==> config.mk <==
export PLATFORM = sky130hd
export DESIGN_NAME = terminal_escape_stripper_flat
export DESIGN_NICKNAME = d
export VERILOG_FILES = /design/src/hdl/tes_pkg.sv /design/src/hdl/tes_if.sv /design/src/hdl/tes_front.sv /design/src/hdl/tes_queue.sv /design/src/hdl/tes_back.sv /design/src/hdl/terminal_escape_stripper.sv /design/src/flat_wrapper.sv
export SDC_FILE = /design/constraint.sdc
export NUM_CORES = 1
export LEC_CHECK = 0
export ABC_CLOCK_PERIOD_IN_PS = 3900
export BUFFER_PORTS_ARGS = -buffer_cell sky130_fd_sc_hd__clkbuf_2
export CORE_UTILIZATION = 55
export DETAILED_ROUTE_END_ITERATION = 16
export PLACE_DENSITY_LB_ADDON = 0.08
export SLEW_MARGIN = 20
export SYNTH_ARGS = -nofsm -noshare
export SYNTH_HDL_FRONTEND = slang
export SYNTH_SLANG_ARGS = --single-unit
export TNS_END_PERCENT = 5
==> constraint.sdc <==
create_clock -name i_clk -period 3.9 [get_ports i_clk]
set_input_delay 0.39 -clock i_clk [delete_from_list [all_inputs] [get_ports i_clk]]
set_output_delay 0.39 -clock i_clk [all_outputs]
set_load 0.01 [all_outputs]
==> src/hdl/tes_pkg.sv <==
package tes_pkg;

    localparam int CHAR_BITS_DEFAULT = 16;
    localparam int CHAR_W = 16;
    localparam int QUEUE_DEPTH_DEFAULT = 2;

    localparam logic [CHAR_W-1:0] CH_BEL = 16'h0007;
    localparam logic [CHAR_W-1:0] CH_TAB = 16'h0009;
    localparam logic [CHAR_W-1:0] CH_LF = 16'h000A;
    localparam logic [CHAR_W-1:0] CH_CR = 16'h000D;
    localparam logic [CHAR_W-1:0] CH_ESC = 16'h001B;
    localparam logic [CHAR_W-1:0] CH_LBRACKET = 16'h005B;
    localparam logic [CHAR_W-1:0] CH_BACKSLASH = 16'h005C;
    localparam logic [CHAR_W-1:0] CH_RBRACKET = 16'h005D;
    localparam logic [CHAR_W-1:0] CSI_FINAL_LOW = 16'h0040;
    localparam logic [CHAR_W-1:0] CSI_FINAL_HIGH = 16'h007E;
    localparam logic [CHAR_W-1:0] CONTROL_LIMIT = 16'h0020;

    typedef struct packed {
        logic emit_lf;
        logic emit_char;
        logic [CHAR_W-1:0] ch;
    } t_entry;

endpackage

==> src/hdl/tes_if.sv <==
interface tes_in_if;
    logic valid;
    logic ready;
    logic [tes_pkg::CHAR_W-1:0] in_char;

    modport source (output valid, output in_char, input ready);
    modport sink (input valid, input in_char, output ready);
endinterface

interface tes_out_if;
    logic valid;
    logic ready;
    logic [tes_pkg::CHAR_W-1:0] out_char;
    logic last_of_run;

    modport source (output valid, output out_char, output last_of_run, input ready);
    modport sink (input valid, input out_char, input last_of_run, output ready);
endinterface

==> src/hdl/tes_front.sv <==
module tes_front #(
    parameter int CHAR_BITS = tes_pkg::CHAR_BITS_DEFAULT
) (
    input  logic                         i_clk,
    input  logic                         i_rst_n,
    input  logic                         i_valid,
    input  logic [tes_pkg::CHAR_W-1:0]   i_char,
    input  logic                         i_full,
    output logic                         o_ready,
    output logic                         o_push,
    output tes_pkg::t_entry              o_entry
);

    localparam int UNIT_W = (CHAR_BITS < tes_pkg::CHAR_W) ? CHAR_BITS : tes_pkg::CHAR_W;
    localparam logic [tes_pkg::CHAR_W-1:0] UNIT_MASK =
        tes_pkg::CHAR_W'((17'(1) << UNIT_W) - 17'(1));

    localparam logic [2:0] MODE_TEXT = 3'd0;
    localparam logic [2:0] MODE_ESC = 3'd1;
    localparam logic [2:0] MODE_CSI = 3'd2;
    localparam logic [2:0] MODE_OSC = 3'd3;
    localparam logic [2:0] MODE_OSC_ESC = 3'd4;
    localparam logic [2:0] MODE_CR = 3'd5;

    logic [2:0] r_mode;
    logic [2:0] n_mode;
    logic [tes_pkg::CHAR_W-1:0] w_c;
    logic w_accept;
    logic w_text;
    logic w_emit_lf;
    logic w_emit_char;

    assign w_c = i_char & UNIT_MASK;
    assign o_ready = !i_full;
    assign w_accept = i_valid && o_ready;

    always_comb begin
        n_mode = r_mode;
        w_text = 1'b0;
        w_emit_lf = 1'b0;
        w_emit_char = 1'b0;
        unique case (r_mode)
            MODE_ESC: begin
                if (w_c == tes_pkg::CH_LBRACKET) begin
                    n_mode = MODE_CSI;
                end else if (w_c == tes_pkg::CH_RBRACKET) begin
                    n_mode = MODE_OSC;
                end else begin
                    n_mode = MODE_TEXT;
                end
            end
            MODE_CSI: begin
                if (w_c >= tes_pkg::CSI_FINAL_LOW && w_c <= tes_pkg::CSI_FINAL_HIGH) begin
                    n_mode = MODE_TEXT;
                end
            end
            MODE_OSC: begin
                if (w_c == tes_pkg::CH_BEL) begin
                    n_mode = MODE_TEXT;
                end else if (w_c == tes_pkg::CH_ESC) begin
                    n_mode = MODE_OSC_ESC;
                end
            end
            MODE_OSC_ESC: begin
                if (w_c == tes_pkg::CH_BACKSLASH || w_c == tes_pkg::CH_BEL) begin
                    n_mode = MODE_TEXT;
                end else if (w_c == tes_pkg::CH_ESC) begin
                    n_mode = MODE_OSC_ESC;
                end else begin
                    n_mode = MODE_OSC;
                end
            end
            MODE_CR: begin
                w_emit_lf = (w_c != tes_pkg::CH_LF);
                w_text = 1'b1;
            end
            default: begin
                w_text = 1'b1;
            end
        endcase
        if (w_text) begin
            if (w_c == tes_pkg::CH_ESC) begin
                n_mode = MODE_ESC;
            end else if (w_c == tes_pkg::CH_CR) begin
                n_mode = MODE_CR;
            end else if (w_c < tes_pkg::CONTROL_LIMIT && w_c != tes_pkg::CH_LF
                         && w_c != tes_pkg::CH_TAB) begin
                n_mode = MODE_TEXT;
            end else begin
                n_mode = MODE_TEXT;
                w_emit_char = 1'b1;
            end
        end
    end

    always_ff @(posedge i_clk) begin
        if (!i_rst_n) begin
            r_mode <= MODE_TEXT;
        end else if (w_accept) begin
            r_mode <= n_mode;
        end
    end

    assign o_push = w_accept && (w_emit_lf || w_emit_char);
    assign o_entry.emit_lf = w_emit_lf;
    assign o_entry.emit_char = w_emit_char;
    assign o_entry.ch = w_c;

endmodule

==> src/hdl/tes_queue.sv <==
module tes_queue #(
    parameter int DEPTH = tes_pkg::QUEUE_DEPTH_DEFAULT
) (
    input  logic            i_clk,
    input  logic            i_rst_n,
    input  logic            i_push,
    input  tes_pkg::t_entry i_entry,
    input  logic            i_pop,
    output logic            o_full,
    output logic            o_valid,
    output tes_pkg::t_entry o_entry
);

    localparam int PTR_W = (DEPTH > 1) ? $clog2(DEPTH) : 1;
    localparam int CNT_W = $clog2(DEPTH + 1);
    localparam logic [PTR_W-1:0] LAST_PTR = PTR_W'(DEPTH - 1);
    localparam logic [CNT_W-1:0] FULL_CNT = CNT_W'(DEPTH);

    tes_pkg::t_entry r_mem [DEPTH];
    logic [PTR_W-1:0] r_wr_ptr;
    logic [PTR_W-1:0] r_rd_ptr;
    logic [CNT_W-1:0] r_count;
    logic w_push;
    logic w_pop;

    assign o_full = (r_count == FULL_CNT);
    assign o_valid = (r_count != '0);
    assign w_push = i_push && !o_full;
    assign w_pop = i_pop && o_valid;
    assign o_entry = r_mem[r_rd_ptr];

    always_ff @(posedge i_clk) begin
        if (w_push) begin
            r_mem[r_wr_ptr] <= i_entry;
        end
    end

    always_ff @(posedge i_clk) begin
        if (!i_rst_n) begin
            r_wr_ptr <= '0;
            r_rd_ptr <= '0;
            r_count <= '0;
        end else begin
            if (w_push) begin
                r_wr_ptr <= (r_wr_ptr == LAST_PTR) ? '0 : r_wr_ptr + PTR_W'(1);
            end
            if (w_pop) begin
                r_rd_ptr <= (r_rd_ptr == LAST_PTR) ? '0 : r_rd_ptr + PTR_W'(1);
            end
            if (w_push && !w_pop) begin
                r_count <= r_count + CNT_W'(1);
            end else if (w_pop && !w_push) begin
                r_count <= r_count - CNT_W'(1);
            end
        end
    end

endmodule

==> src/hdl/tes_back.sv <==
module tes_back (
    input  logic                       i_clk,
    input  logic                       i_rst_n,
    input  logic                       i_valid,
    input  tes_pkg::t_entry            i_entry,
    input  logic                       i_ready,
    output logic                       o_pop,
    output logic                       o_valid,
    output logic [tes_pkg::CHAR_W-1:0] o_char,
    output logic                       o_last
);

    logic r_lf_done;
    logic w_lf_now;
    logic w_fire;

    assign w_lf_now = i_entry.emit_lf && !r_lf_done;
    assign o_valid = i_valid;
    assign o_char = w_lf_now ? tes_pkg::CH_LF : i_entry.ch;
    assign o_last = !(w_lf_now && i_entry.emit_char);
    assign w_fire = i_valid && i_ready;
    assign o_pop = w_fire && o_last;

    always_ff @(posedge i_clk) begin
        if (!i_rst_n) begin
            r_lf_done <= 1'b0;
        end else if (w_fire) begin
            r_lf_done <= !o_last;
        end
    end

endmodule

==> src/hdl/terminal_escape_stripper.sv <==
// A unit that yields text enters the queue when accepted; the output is the queue head.
// One unit per cycle is taken while the queue is not full; a CR replaced before a kept
// unit gives an LF and that unit; the front mode register and two-entry queue do this.
// Reset is synchronous and active low; it returns to plain text mode and empties the queue.
// A partial escape sequence or a held CR is discarded by reset.
module terminal_escape_stripper #(
    parameter int CHAR_BITS = tes_pkg::CHAR_BITS_DEFAULT,
    parameter int QUEUE_DEPTH = tes_pkg::QUEUE_DEPTH_DEFAULT
) (
    input  logic       i_clk,
    input  logic       i_rst_n,
    tes_in_if.sink     i_in,
    tes_out_if.source  o_out
);

    logic w_full;
    logic w_push;
    logic w_pop;
    logic w_q_valid;
    tes_pkg::t_entry w_push_entry;
    tes_pkg::t_entry w_head_entry;

    tes_front #(
        .CHAR_BITS(CHAR_BITS)
    ) u_front (
        .i_clk   (i_clk),
        .i_rst_n (i_rst_n),
        .i_valid (i_in.valid),
        .i_char  (i_in.in_char),
        .i_full  (w_full),
        .o_ready (i_in.ready),
        .o_push  (w_push),
        .o_entry (w_push_entry)
    );

    tes_queue #(
        .DEPTH(QUEUE_DEPTH)
    ) u_queue (
        .i_clk   (i_clk),
        .i_rst_n (i_rst_n),
        .i_push  (w_push),
        .i_entry (w_push_entry),
        .i_pop   (w_pop),
        .o_full  (w_full),
        .o_valid (w_q_valid),
        .o_entry (w_head_entry)
    );

    tes_back u_back (
        .i_clk   (i_clk),
        .i_rst_n (i_rst_n),
        .i_valid (w_q_valid),
        .i_entry (w_head_entry),
        .i_ready (o_out.ready),
        .o_pop   (w_pop),
        .o_valid (o_out.valid),
        .o_char  (o_out.out_char),
        .o_last  (o_out.last_of_run)
    );

endmodule

==> src/flat_wrapper.sv <==
// flat-port wrapper written by rule: the top's interface ports become plain ports
module terminal_escape_stripper_flat 
#(
    parameter int CHAR_BITS = tes_pkg::CHAR_BITS_DEFAULT,
    parameter int QUEUE_DEPTH = tes_pkg::QUEUE_DEPTH_DEFAULT
)
  (i_clk, i_rst_n, i_in_valid, i_in_in_char, i_in_ready, o_out_valid, o_out_out_char, o_out_last_of_run, o_out_ready);
  tes_in_if i_in_i ();
  tes_out_if o_out_i ();
  input  logic i_clk;
  input  logic i_rst_n;
  input wire logic [$bits(i_in_i.valid)-1:0] i_in_valid;
  input wire logic [$bits(i_in_i.in_char)-1:0] i_in_in_char;
  output wire logic [$bits(i_in_i.ready)-1:0] i_in_ready;
  output wire logic [$bits(o_out_i.valid)-1:0] o_out_valid;
  output wire logic [$bits(o_out_i.out_char)-1:0] o_out_out_char;
  output wire logic [$bits(o_out_i.last_of_run)-1:0] o_out_last_of_run;
  input wire logic [$bits(o_out_i.ready)-1:0] o_out_ready;
  assign i_in_i.valid = i_in_valid;
  assign i_in_i.in_char = i_in_in_char;
  assign i_in_ready = i_in_i.ready;
  assign o_out_valid = o_out_i.valid;
  assign o_out_out_char = o_out_i.out_char;
  assign o_out_last_of_run = o_out_i.last_of_run;
  assign o_out_i.ready = o_out_ready;
  terminal_escape_stripper #(.CHAR_BITS(CHAR_BITS), .QUEUE_DEPTH(QUEUE_DEPTH)) u_core (.i_clk(i_clk), .i_rst_n(i_rst_n), .i_in(i_in_i), .o_out(o_out_i));
endmodule
=== Word level (Yosys, flattened, before mapping) ===
Memories as Yosys holds them, arrays and structs flattened. A register that Yosys moved wholly into a read port is not among the register bits.
Index checks and enable logic that the tools add are counted.

* Reductions and logical operators: 24
* $lt $le $gt $ge: 3
* Muxes and demuxes: 25
* Eq/ne operators: 17
* Add/sub/neg operators: 4

{| class="wikitable"
|+ Operators by type and width
! operator !! number
|-
| $eq A16 B7 Y1 const B || 3
|-
| $ne A16 B4 Y1 const B || 2
|-
| $mux W3 || 8
|-
| $eq A16 B3 Y1 const B || 1
|-
| $eq A16 B4 Y1 const B || 1
|-
| $eq A16 B5 Y1 const B || 1
|-
| $ge A16 B7 Y1 const B || 1
|-
| $le A16 B7 Y1 const B || 1
|-
| $lt A16 B6 Y1 const B || 1
|-
| $mux W16 || 1
|-
| $logic_and A1 B1 Y1 || 13
|-
| $pmux W3 S4 || 1
|-
| $mux W1 || 11
|-
| $mux W2 || 4
|-
| $eq A3 B2 Y1 const B || 2
|-
| $eq A3 B3 Y1 const B || 2
|-
| $logic_not A1 Y1 || 5
|-
| $ne A5 B1 Y1 const B || 1
|-
| $ne A4 B4 Y1 const B || 1
|-
| $reduce_and A4 Y1 || 1
|-
| $reduce_bool A2 Y1 || 2
|-
| $reduce_or A4 Y1 || 1
|-
| $eq A3 B1 Y1 const B || 1
|-
| $ne A3 B3 Y1 const B || 1
|-
| 5 further kinds || 7
|}

* Output and inout port bits: 19
* Memories: 1
* Bits in registers: 8
* Bits in writable memories: 36
* Input bits: 20

{| class="wikitable"
|+ Memories
! memory !! depth !! bits a word !! rd ports !! clocked after memory_dff !! write ports !! RTL line !! text
|-
| u_core.u_queue.r_mem || 2 || 18 || 1 || 1 || 1 || tes_queue.sv:19 || <nowiki>tes_pkg::t_entry r_mem [DEPTH];</nowiki>
|}

=== Longest topological paths before layout ===
Gate-level depths: netlist of the first run.

* Depth after elaboration: 14
* Gate-level depth with buffers: 9
* Mapped depth without buffers: 8

=== Hierarchy ===
From an unflattened synthesis of the first run, not the netlist that was laid out.

* Cells, all modules: 199
* Area, all modules: 2422.3 um2

{| class="wikitable"
|+ By module, submodules not included
! module !! cells each !! instances !! area each (um2)
|-
| tes_queue || 81 || 1 || 1532.7
|-
| tes_front || 91 || 1 || 695.7
|-
| tes_back || 27 || 1 || 193.9
|}

=== Worst setup path after synthesis of the first run ===
Ideal clock, no wire load.

* Path kind: input to register
* Start: in i_in_in_char[2]
* End: mem u_core.u_queue.r_mem[0][0] in the netlist's numbering, enable pin
* Stages: 5
* Path buffers: 1
* Path slack: 1.022 ns
* Required time: 3.484 ns
* Arrival: 2.462 ns
* Setup time: 0.416 ns
* Path through: buf_6 > or2b_2 > a2111oi_4 > a211oi_2 > nor3_1

* Word-level cells in the longest chain between the ends: 12
* Elaborated cells on any way between the ends: 17

{| class="wikitable"
|+ Ends and longest elaborated chain
! element !! RTL line !! text
|-
| from (decl) || flat_wrapper.sv:13 || <nowiki>input wire logic [$bits(i_in_i.in_char)-1:0] i_in_in_char;</nowiki>
|-
| $lt A16 B6 Y1 or $ne A16 B4 Y1 (tied branches) || tes_front.sv:86, tes_front.sv:74 ||
|-
| $logic_and A1 B1 Y1 || tes_front.sv:86 || <nowiki>end else if (w_c < tes_pkg::CONTROL_LIMIT && w_c != tes_pkg::CH_LF</nowiki>
|-
| $logic_and A1 B1 Y1 || tes_front.sv:87 || <nowiki>&& w_c != tes_pkg::CH_TAB) begin</nowiki>
|-
| $mux W1 || tes_front.sv:86 ||
|-
| $mux W1 || tes_front.sv:84 || <nowiki>end else if (w_c == tes_pkg::CH_CR) begin</nowiki>
|-
| $mux W1 || tes_front.sv:82 || <nowiki>if (w_c == tes_pkg::CH_ESC) begin</nowiki>
|-
| $mux W1 || tes_front.sv:81 || <nowiki>if (w_text) begin</nowiki>
|-
| $logic_or A1 B1 Y1 * || tes_front.sv:104 || <nowiki>assign o_push = w_accept && (w_emit_lf || w_emit_char);</nowiki>
|-
| $logic_and A1 B1 Y1 * || tes_front.sv:104 ||
|-
| $logic_and A1 B1 Y1 * || tes_queue.sv:28 || <nowiki>assign w_push = i_push && !o_full;</nowiki>
|-
| $mux W1 * || tes_queue.sv:33 || <nowiki>if (w_push) begin</nowiki>
|-
| $mux W1 (not written as such) * || tes_queue.sv:34 || <nowiki>r_mem[r_wr_ptr] <= i_entry;</nowiki>
|-
| to (decl) || tes_queue.sv:19 ||
|}

Mark *: on every way between the ends. The rest lies on a longest branch, timed or not.

==> impl_metrics.sql, run 1 <==
INSERT INTO impl_metrics (metric_group, metric, value, unit) VALUES
('status', 'outcome', 'completed', ''),
('logic_synthesis', 'syn-num-nets', '200', ''),
('cells_and_area', 'final_standard_cell_area_without_fillers', '0.00257', 'mm^2'),
('floorplan', 'standard_cell_rows', '22', ''),
('timing', 'maxSlewHeadroom', '40.0', '%'),
('clock_network', 'clk_pin_slew', '0.08', 'ns'),
('clock_network', 'cts-buffers-inserted', '5', ''),
('power', 'p_sw', '473', 'uW'),
('hold_path', 'hold_path.class', 'in -> reg', ''),
('place', 'dp_hpwl', '3190', 'um'),
('timing', 'setup_total_negative_slack', '0', 'ns'),
('critical_path', 'timing.critical_path.from_type', 'flop', ''),
('place', 'globalplace.congestion', '0.867', ''),
('job', 'maxCapViolCount', '0', ''),
('timing', 'setup_skew', '0.00397', 'ns'),
('logic_synthesis', 'yosys.area_share.simple', '20.4', '%'),
('power', 'power.sequential.fraction', '44.3', '%'),
('logic_synthesis', 'synth-seq-area-share', '56.3', '%'),
('clock_network', 'cts-hold-fix-buffers', '0', ''),
('drt', 'wirelength', '4300', 'um'),
('clock_network', 'htree_depth', '2', ''),
('logic_synthesis', 'dominant_combinational_cell_family_by_area_after_synthesis', 'simple AND/OR/NAND/NOR gates', ''),
('logic_synthesis', 'synthesis.instances', '179', ''),
('cells_and_area', 'layout.core_utilization', '68.2', '%'),
('timing', 'clock.fmax', '403', 'MHz'),
('grt', 'grt_max_degree', '19', ''),
('logic_synthesis', 'syn_area', '0.00224', 'mm^2'),
('timing', 'max_slew.worst_pin.slew', '0.896', 'ns'),
('logic_synthesis', 'netlist.top_cell.by_area', 'edfxtp_1', ''),
('clock_network', 'tritoncts', 'done', ''),
('logic_synthesis', 'synthMuxAreaShare', '9.39', '%'),
('cells_and_area', 'drive_gt1_share', '28.5', '%'),
('drt', 'drt_first_pass_iters', '4', ''),
('place', 'portBuffers', '38', ''),
('logic_synthesis', 'dominantRegCellSynth', 'edfxtp_1', ''),
('logic_synthesis', 'yosys.area_share.xor_xnor', '1.96', '%'),
('floorplan', 'core-area', '0.00377', 'mm^2'),
('power', 'leakage', '0.000917', 'uW'),
('cells_and_area', 'multiInputGateArea', '928', 'um^2'),
('logic_synthesis', 'yosysMostFrequentCell', 'edfxtp_1', ''),
('floorplan', 'initial_core_utilization', '59.4', '%'),
('clock_network', 'clk_latency', '0.29', 'ns'),
('logic_synthesis', 'post_synthesis_compound_gate_area_fraction', '8.94', '%'),
('logic_synthesis', 'synth_largest_type_area_fraction', '48.3', '%'),
('clock_network', 'clock-sinks', '45', ''),
('logic_synthesis', 'postSynthRegisterBits', '45', ''),
('logic_synthesis', 'postSynthAreaPerCell', '12.5', 'um^2'),
('cells_and_area', 'areaGrowthSynthToFinish', '14.9', '%'),
('grt', 'grt_overflow', '0', ''),
('power', 'p_int', '1010', 'uW'),
('clock_network', 'max-clock-path-buffers', '2', ''),
('timing', 'final.period_utilization', '63.6', '%'),
('cells_and_area', 'final_cell_count_no_fill', '269', ''),
('grt', 'wire_length_of_the_first_global_routing_pass', '6840', 'um'),
('drt', 'drt_first_iter_violations', '127', ''),
('clock_network', 'root_buffer', 'clkbuf_8', ''),
('cells_and_area', 'num_antenna_cells', '0', ''),
('drt', 'detailroute.via_count', '1568', ''),
('logic_synthesis', 'ys_async_sr_fraction', '0', '%'),
('critical_path', 'crit_type', 'reg -> out', ''),
('power', 'largest_voltage_drop_on_the_vdd_net', '0.287', 'mV'),
('drt', 'drtAntennaViolNets', '0', ''),
('timing', 'setup_violations', '0', ''),
('logic_synthesis', 'post_synth_main_area_contributors', 'edfxtp_1 (48%), mux2i_1 (9.4%), dfxtp_1 (8.0%), nor2_1 (3.7%), nor4_4 (1.9%)', ''),
('timing', 'timing.final.crit_period', '2.48', 'ns'),
('place', 'place_area', '0.00246', 'mm^2'),
('timing', 'timing_hold_violations_final', '0', ''),
('critical_path', 'critPathRequiredTime', '3.51', 'ns'),
('grt', 'track_usage', '21.9', '%'),
('grt', 'antenna_found_initial', '0', ''),
('critical_path', 'regToRegSetupSlack', '1.42', 'ns');
-- metal layers --
metal | routed length, um | up-vias | GRT usage [%]
met5 | 0 | - | 0
met4 | 65 | 0 | 7.34
met3 | 221 | 9 | 5.52
met2 | 2200 | 53 | 37.5
met1 | 1820 | 744 | 26.6
li1 | - | 762 | -
-- power by group through the flow --
stage / clock network [uW] / logic [uW] / registers, uW
after floorplan: 0 / 337 / 657
after global placement: 0 / 481 / 664
after detailed placement: 0 / 491 / 667
after CTS: 342 / 496 / 657
after global routing: 363 / 542 / 664
final: 336 / 489 / 656
-- logic make-up (layout without fill, tap and decap cells) --
family          Yosys count  after routing
compound gates           24             24
xor+xnor                  5              5
fa+ha+maj                 1              1
buf+inv                   8             50
flops                    45             45
mux                      21             21
simple gates             75             75
-- critical path, cell delays in order, from the launching register on --
cell,delay [ns]
dfxtp_1,0.31
buf_4,0.29
mux2i_1,0.19
nor2_1,0.71
nor2_1,0.12
clkbuf_2,0.16
-- registers in the layout, summed over array words and instances, names as in the netlist, named ones only --
signal	flops
u_core.u_queue.r_count	2
u_core.u_queue.r_rd_ptr	1
u_core.u_front.r_mode	3
u_core.u_back.r_lf_done	1
u_core.u_queue.r_mem	36
u_core.u_queue.r_wr_ptr	1
-- layout make-up --
type | count | share of cell area (%)
Tap cell | 48 | 2.33
Multi-Input combinational cell | 126 | 36.1
Inverter | 2 | 0.292
Sequential cell | 45 | 49.0
Clock inverter | 3 | 1.61
Timing Repair Buffer | 40 | 7.98
Clock buffer | 5 | 2.68
-- layout by cell type, fill, tap and decap left out, types with 3 or more instances in the layout --
cell and n:
nor4_1 4, and2_1 4, clkbuf_2 38, xor2_1 3
nor2_1 22, mux2i_1 21, nand2_1 10, a21oi_1 4
clkbuf_8 5, o21ai_0 5, nand2b_1 3, edfxtp_1 36
dfxtp_1 9
-- through the flow --
| stage | hold WS, ns | total power (uW) | setup WS, ns |
|---|---|---|---|
| after global placement | 0.480 | 1140 | 1.40 |
| after floorplan | 0.454 | 994 | 1.02 |
| final | 0.341 | 1480 | 1.42 |
| after detailed placement | 0.489 | 1160 | 1.35 |
| after CTS | 0.337 | 1500 | 1.35 |
| after global routing | 0.332 | 1570 | 1.18 |
-- path summary, 6_finish.rpt --
path,start,end,cells after the start
hold reg to reg,u_core.u_queue.r_count[1],u_core.u_queue.r_count[1],2
setup reg to reg,u_core.u_front.r_mode[0],u_core.u_queue.r_mem[1][15],5
hold / removal,i_in_in_char[10],u_core.u_queue.r_mem[0][10],1
setup / recovery,flop,o_out_out_char[6],5
No activity file was read; power rests on OpenSTA's default activity.
==> run 2: changes to the inputs <==
--- a/config.mk
+++ b/config.mk
@@ -5,7 +5,8 @@
 export SDC_FILE = /design/constraint.sdc
 export NUM_CORES = 1
 export LEC_CHECK = 0
-export ABC_CLOCK_PERIOD_IN_PS = 3900
+export ABC_AREA = 1
+export ABC_CLOCK_PERIOD_IN_PS = 2500
 export BUFFER_PORTS_ARGS = -buffer_cell sky130_fd_sc_hd__clkbuf_2
 export CORE_UTILIZATION = 55
 export DETAILED_ROUTE_END_ITERATION = 16
==> constraint.sdc (replaced) <==
create_clock -name i_clk -period 2.5 [get_ports i_clk]
set_input_delay 0.25 -clock i_clk [delete_from_list [all_inputs] [get_ports i_clk]]
set_output_delay 0.25 -clock i_clk [all_outputs]
set_load 0.01 [all_outputs]
==> run 2 against run 1 <==
Hold slack worse by 0.18 ns. Final cell count rose by 22%. Final area increased by 0.53%. Combinational power up 95%. Sequential cell count did not move. Clock skew increased by 0.0022 ns. Critical path type unchanged. Largest cell class unchanged.
==> impl_metrics.sql, run 2 <==
INSERT INTO impl_metrics (metric_group, metric, value, unit) VALUES
('critical_path', 'critPathRequiredTime', '2.25', 'ns'),
('critical_path', 'reg2reg_from', 'u_core.u_front.r_mode[1]', ''),
('drt', 'drt_first_pass_iters', '4', ''),
('logic_synthesis', 'postSynthAreaPerCell', '9.59', 'um^2'),
('logic_synthesis', 'synthDistinctLibCells', '30', ''),
('logic_synthesis', 'netlist.top_cell.by_area', 'edfxtp_1', ''),
('clock_network', 'clk_latency', '0.29', 'ns'),
('cells_and_area', 'layout.cells.most_common', 'nand2_1', ''),
('floorplan', 'core-area', '0.00380', 'mm^2'),
('critical_path', 'regToRegSetupSlack', '0.48', 'ns'),
('cells_and_area', 'highest_count_cells_in_the_layout_ignoring_fill_and_taps', 'nand2_1 (55), clkbuf_2 (38), edfxtp_1 (36)', ''),
('hold_path', 'hold_path.class', 'in -> reg', ''),
('clock_network', 'max-clock-path-buffers', '2', ''),
('timing', 'setup_skew', '0.00612', 'ns'),
('grt', 'grt_max_degree', '19', ''),
('clock_network', 'cts_setup_buffers', '0', ''),
('clock_network', 'htree_depth', '2', ''),
('timing', 'max_slew.worst_pin.slew', '0.602', 'ns'),
('floorplan', 'boundaryPins', '39', ''),
('floorplan', 'die_footprint', '0.00434', 'mm^2'),
('grt', 'track_usage', '20.2', '%'),
('power', 'power_per_cell_area', '951', 'mW/mm^2'),
('timing', 'slew_viol_final', '0', ''),
('place', 'portBuffers', '38', ''),
('critical_path', 'end_kind', 'primary output', ''),
('hold_path', 'min_to', 'u_core.u_queue.r_mem[0][10]', ''),
('grt', 'grt_overflow', '0', ''),
('clock_network', 'tritoncts', 'done', ''),
('place', 'globalplace.congestion', '0.855', ''),
('job', 'maxCapViolCount', '0', ''),
('timing', 'final.period_utilization', '86.5', '%'),
('cells_and_area', 'drive_gt1_share', '31.4', '%'),
('drt', 'detail_route.wl_per_cell', '11.5', 'um'),
('logic_synthesis', 'synth_edf_count', '36', ''),
('clock_network', 'clk_pin_slew', '0.08', 'ns'),
('logic_synthesis', 'yosysMostFrequentCell', 'nand2_1', ''),
('critical_path', 'cp_max_fo', '16', ''),
('grt', 'antenna_found_initial', '0', ''),
('critical_path', 'worst_ep_arrival_time', '1.91', 'ns'),
('timing', 'timing.final.crit_period', '2.16', 'ns'),
('cells_and_area', 'num_antenna_cells', '0', ''),
('logic_synthesis', 'dominantRegCellSynth', 'edfxtp_1', ''),
('floorplan', 'chipHeight', '65.9', 'um'),
('critical_path', 'timing.critical_path.from_type', 'flop', ''),
('logic_synthesis', 'syn_area', '0.00224', 'mm^2'),
('grt', 'wire_length_of_the_first_global_routing_pass', '6380', 'um'),
('critical_path', 'reg2regPathDepth', '14', ''),
('place', 'dp_hpwl', '2780', 'um'),
('cells_and_area', 'n_fill_cell', '321', ''),
('clock_network', 'root_buffer', 'clkbuf_8', ''),
('floorplan', 'initial_core_utilization', '59.1', '%'),
('timing', 'maxSlewHeadroom', '59.8', '%'),
('power', 'total_power', '2460', 'uW'),
('logic_synthesis', 'yosys_warnings', '0', ''),
('logic_synthesis', 'synth-seq-area-share', '56.2', '%'),
('critical_path', 'regToRegEndpoint', 'u_core.u_queue.r_count[1]', ''),
('clock_network', 'cts-buffers-inserted', '5', ''),
('floorplan', 'die_w', '65.9', 'um'),
('logic_synthesis', 'synthTopCellsByCount', 'nand2_1 (55), edfxtp_1 (36), inv_1 (34)', ''),
('logic_synthesis', 'post_synth_main_area_contributors', 'edfxtp_1 (48%), nand2_1 (9.2%), dfxtp_1 (8.0%), mux2_2 (7.0%), inv_1 (5.7%)', ''),
('drt', 'drcViolationCount', '0', ''),
('status', 'outcome', 'completed', ''),
('floorplan', 'standard_cell_rows', '22', ''),
('timing', 'timing_hold_violations_final', '0', ''),
('drt', 'detailroute.via_count', '1610', ''),
('cells_and_area', 'areaGrowthSynthToFinish', '15.3', '%'),
('power', 'leakage', '0.00120', 'uW'),
('drt', 'wirelength', '3780', 'um'),
('grt', 'vias_in_the_first_global_route', '1507', ''),
('timing', 'setup_total_negative_slack', '0', 'ns'),
('power', 'largest_voltage_drop_on_the_vdd_net', '0.530', 'mV'),
('timing', 'clock.fmax', '462', 'MHz'),
('logic_synthesis', 'synth_largest_type_area_fraction', '48.2', '%'),
('hold_path', 'worstHoldStart', 'i_in_in_char[10]', ''),
('cells_and_area', 'layout.nets', '300', ''),
('drt', 'drtAntennaViolNets', '0', ''),
('drt', 'drt_first_iter_violations', '62', ''),
('cells_and_area', 'top_register', 'u_core.u_queue.r_mem', ''),
('timing', 'rsz_0062_raised_after_global_routing', 'false', ''),
('hold_path', 'whs_path_depth', '1', ''),
('logic_synthesis', 'synthesis.instances', '234', ''),
('critical_path', 'crit_type', 'reg -> out', ''),
('cells_and_area', 'biggestRegsByFlops', 'u_core.u_queue.r_mem: 36 flops, u_core.u_front.r_mode: 3 flops, u_core.u_queue.r_count: 2 flops', ''),
('drt', 'detail_route.vias_per_cell', '4.91', ''),
('logic_synthesis', 'ys_async_sr_fraction', '0', '%'),
('clock_network', 'cts-hold-fix-buffers', '0', ''),
('clock_network', 'clock-sinks', '45', ''),
('cells_and_area', 'largest_register_ffs', '36', ''),
('timing', 'setup_violations', '0', ''),
('logic_synthesis', 'syn-num-nets', '255', ''),
('logic_synthesis', 'postSynthRegisterBits', '45', ''),
('clock_network', 'cts_repair_resize_count', '0', '');
run 2: changes by cell type after synthesis, moves of 3 or more:
cell	change
nand2_1	+45
inv_1	+32
mux2i_1	-21
mux2_2	+14
nand3_1	+9
inv_2	+7
nand2_2	+6
a21oi_1	+4
and2_1	-4
nor2_2	+4
nor4_1	-4
buf_6	-3
nand2b_1	-3
xor2_1	-3
run 2: logic make-up after synthesis:
logic type | after synthesis | synth area share [%]
adder cells (fa/ha/maj) | 1 | 0.558
multiplexers | 14 | 7.03
AND/OR/NAND/NOR | 110 | 23.1
flip-flops | 45 | 56.2
buffers and inverters | 44 | 7.58
AO/OA/AOI/OAI | 20 | 5.47
run 2: how the worst max path moves through the flow:
stage	from	to	slack, ns	depth (start not counted)
3_5_place_dp	i_in_in_char[9]	u_core.u_queue.r_count[1]	0.40	14
4_1_cts	flop	o_out_out_char[3]	0.27	5
5_1_grt	flop	o_out_out_char[1]	0.09	5
2_1_floorplan	u_core.u_front.r_mode[1]	u_core.u_queue.r_mem[0][0]	0.32	9
6_report	flop	o_out_out_char[3]	0.34	5
3_3_place_gp	i_in_in_char[15]	u_core.u_queue.r_count[1]	0.47	14
run 2: area by class of cell:
| type | count | area [um^2] | share of cell area, % |
|---|---|---|---|
| clock buffers | 5 | 68.8 | 2.66 |
| clock inverters | 3 | 17.5 | 0.677 |
| inverters | 41 | 154 | 5.95 |
| multi-input cells | 145 | 812 | 31.4 |
| flip-flops and latches | 45 | 1260 | 48.8 |
| well taps | 48 | 60.1 | 2.32 |
| repair buffers | 41 | 213 | 8.22 |
run 2: critical path, stage by stage (launching register included):
cell and delay [ns]:
dfxtp_1 0.62, nor2_1 0.09, nor2_1 0.13, nand2_1 0.38
o211ai_1 0.23, clkbuf_2 0.16
run 2: report_power, final:
group / total (uW) / internal (uW) / switching (uW)
Sequential: 1080 / 1000 / 76.1
Clock: 426 / 193 / 233
Combinational: 952 / 382 / 570
Total: 2460 / 1580 / 880
run 2: per-stage QoR:
| stage | hold slack, ns | area [um^2] | utilization [%] | std cells | setup WS, ns |
|---|---|---|---|---|---|
| 2_1_floorplan | 0.349 | 2240 | - | 234 | 0.316 |
| 3_3_place_gp | 0.440 | 2500 | 65.8 | 320 | 0.472 |
| 3_5_place_dp | 0.452 | 2500 | 65.8 | 320 | 0.401 |
| 4_1_cts | 0.154 | 2590 | 68.1 | 328 | 0.270 |
| 5_1_grt | 0.152 | 2590 | 68.1 | 328 | 0.0903 |
| 6_report | 0.164 | 2590 | 68.1 | 328 | 0.336 |
run 2: routing by layer:
layer  vias up  GRT usage, %  share of wire, %
met5         -             0                 0
met4         0          9.24               1.8
met3         6          5.34               4.4
met2        31          35.6                49
met1       721          22.7                45
li1        852             -                 -
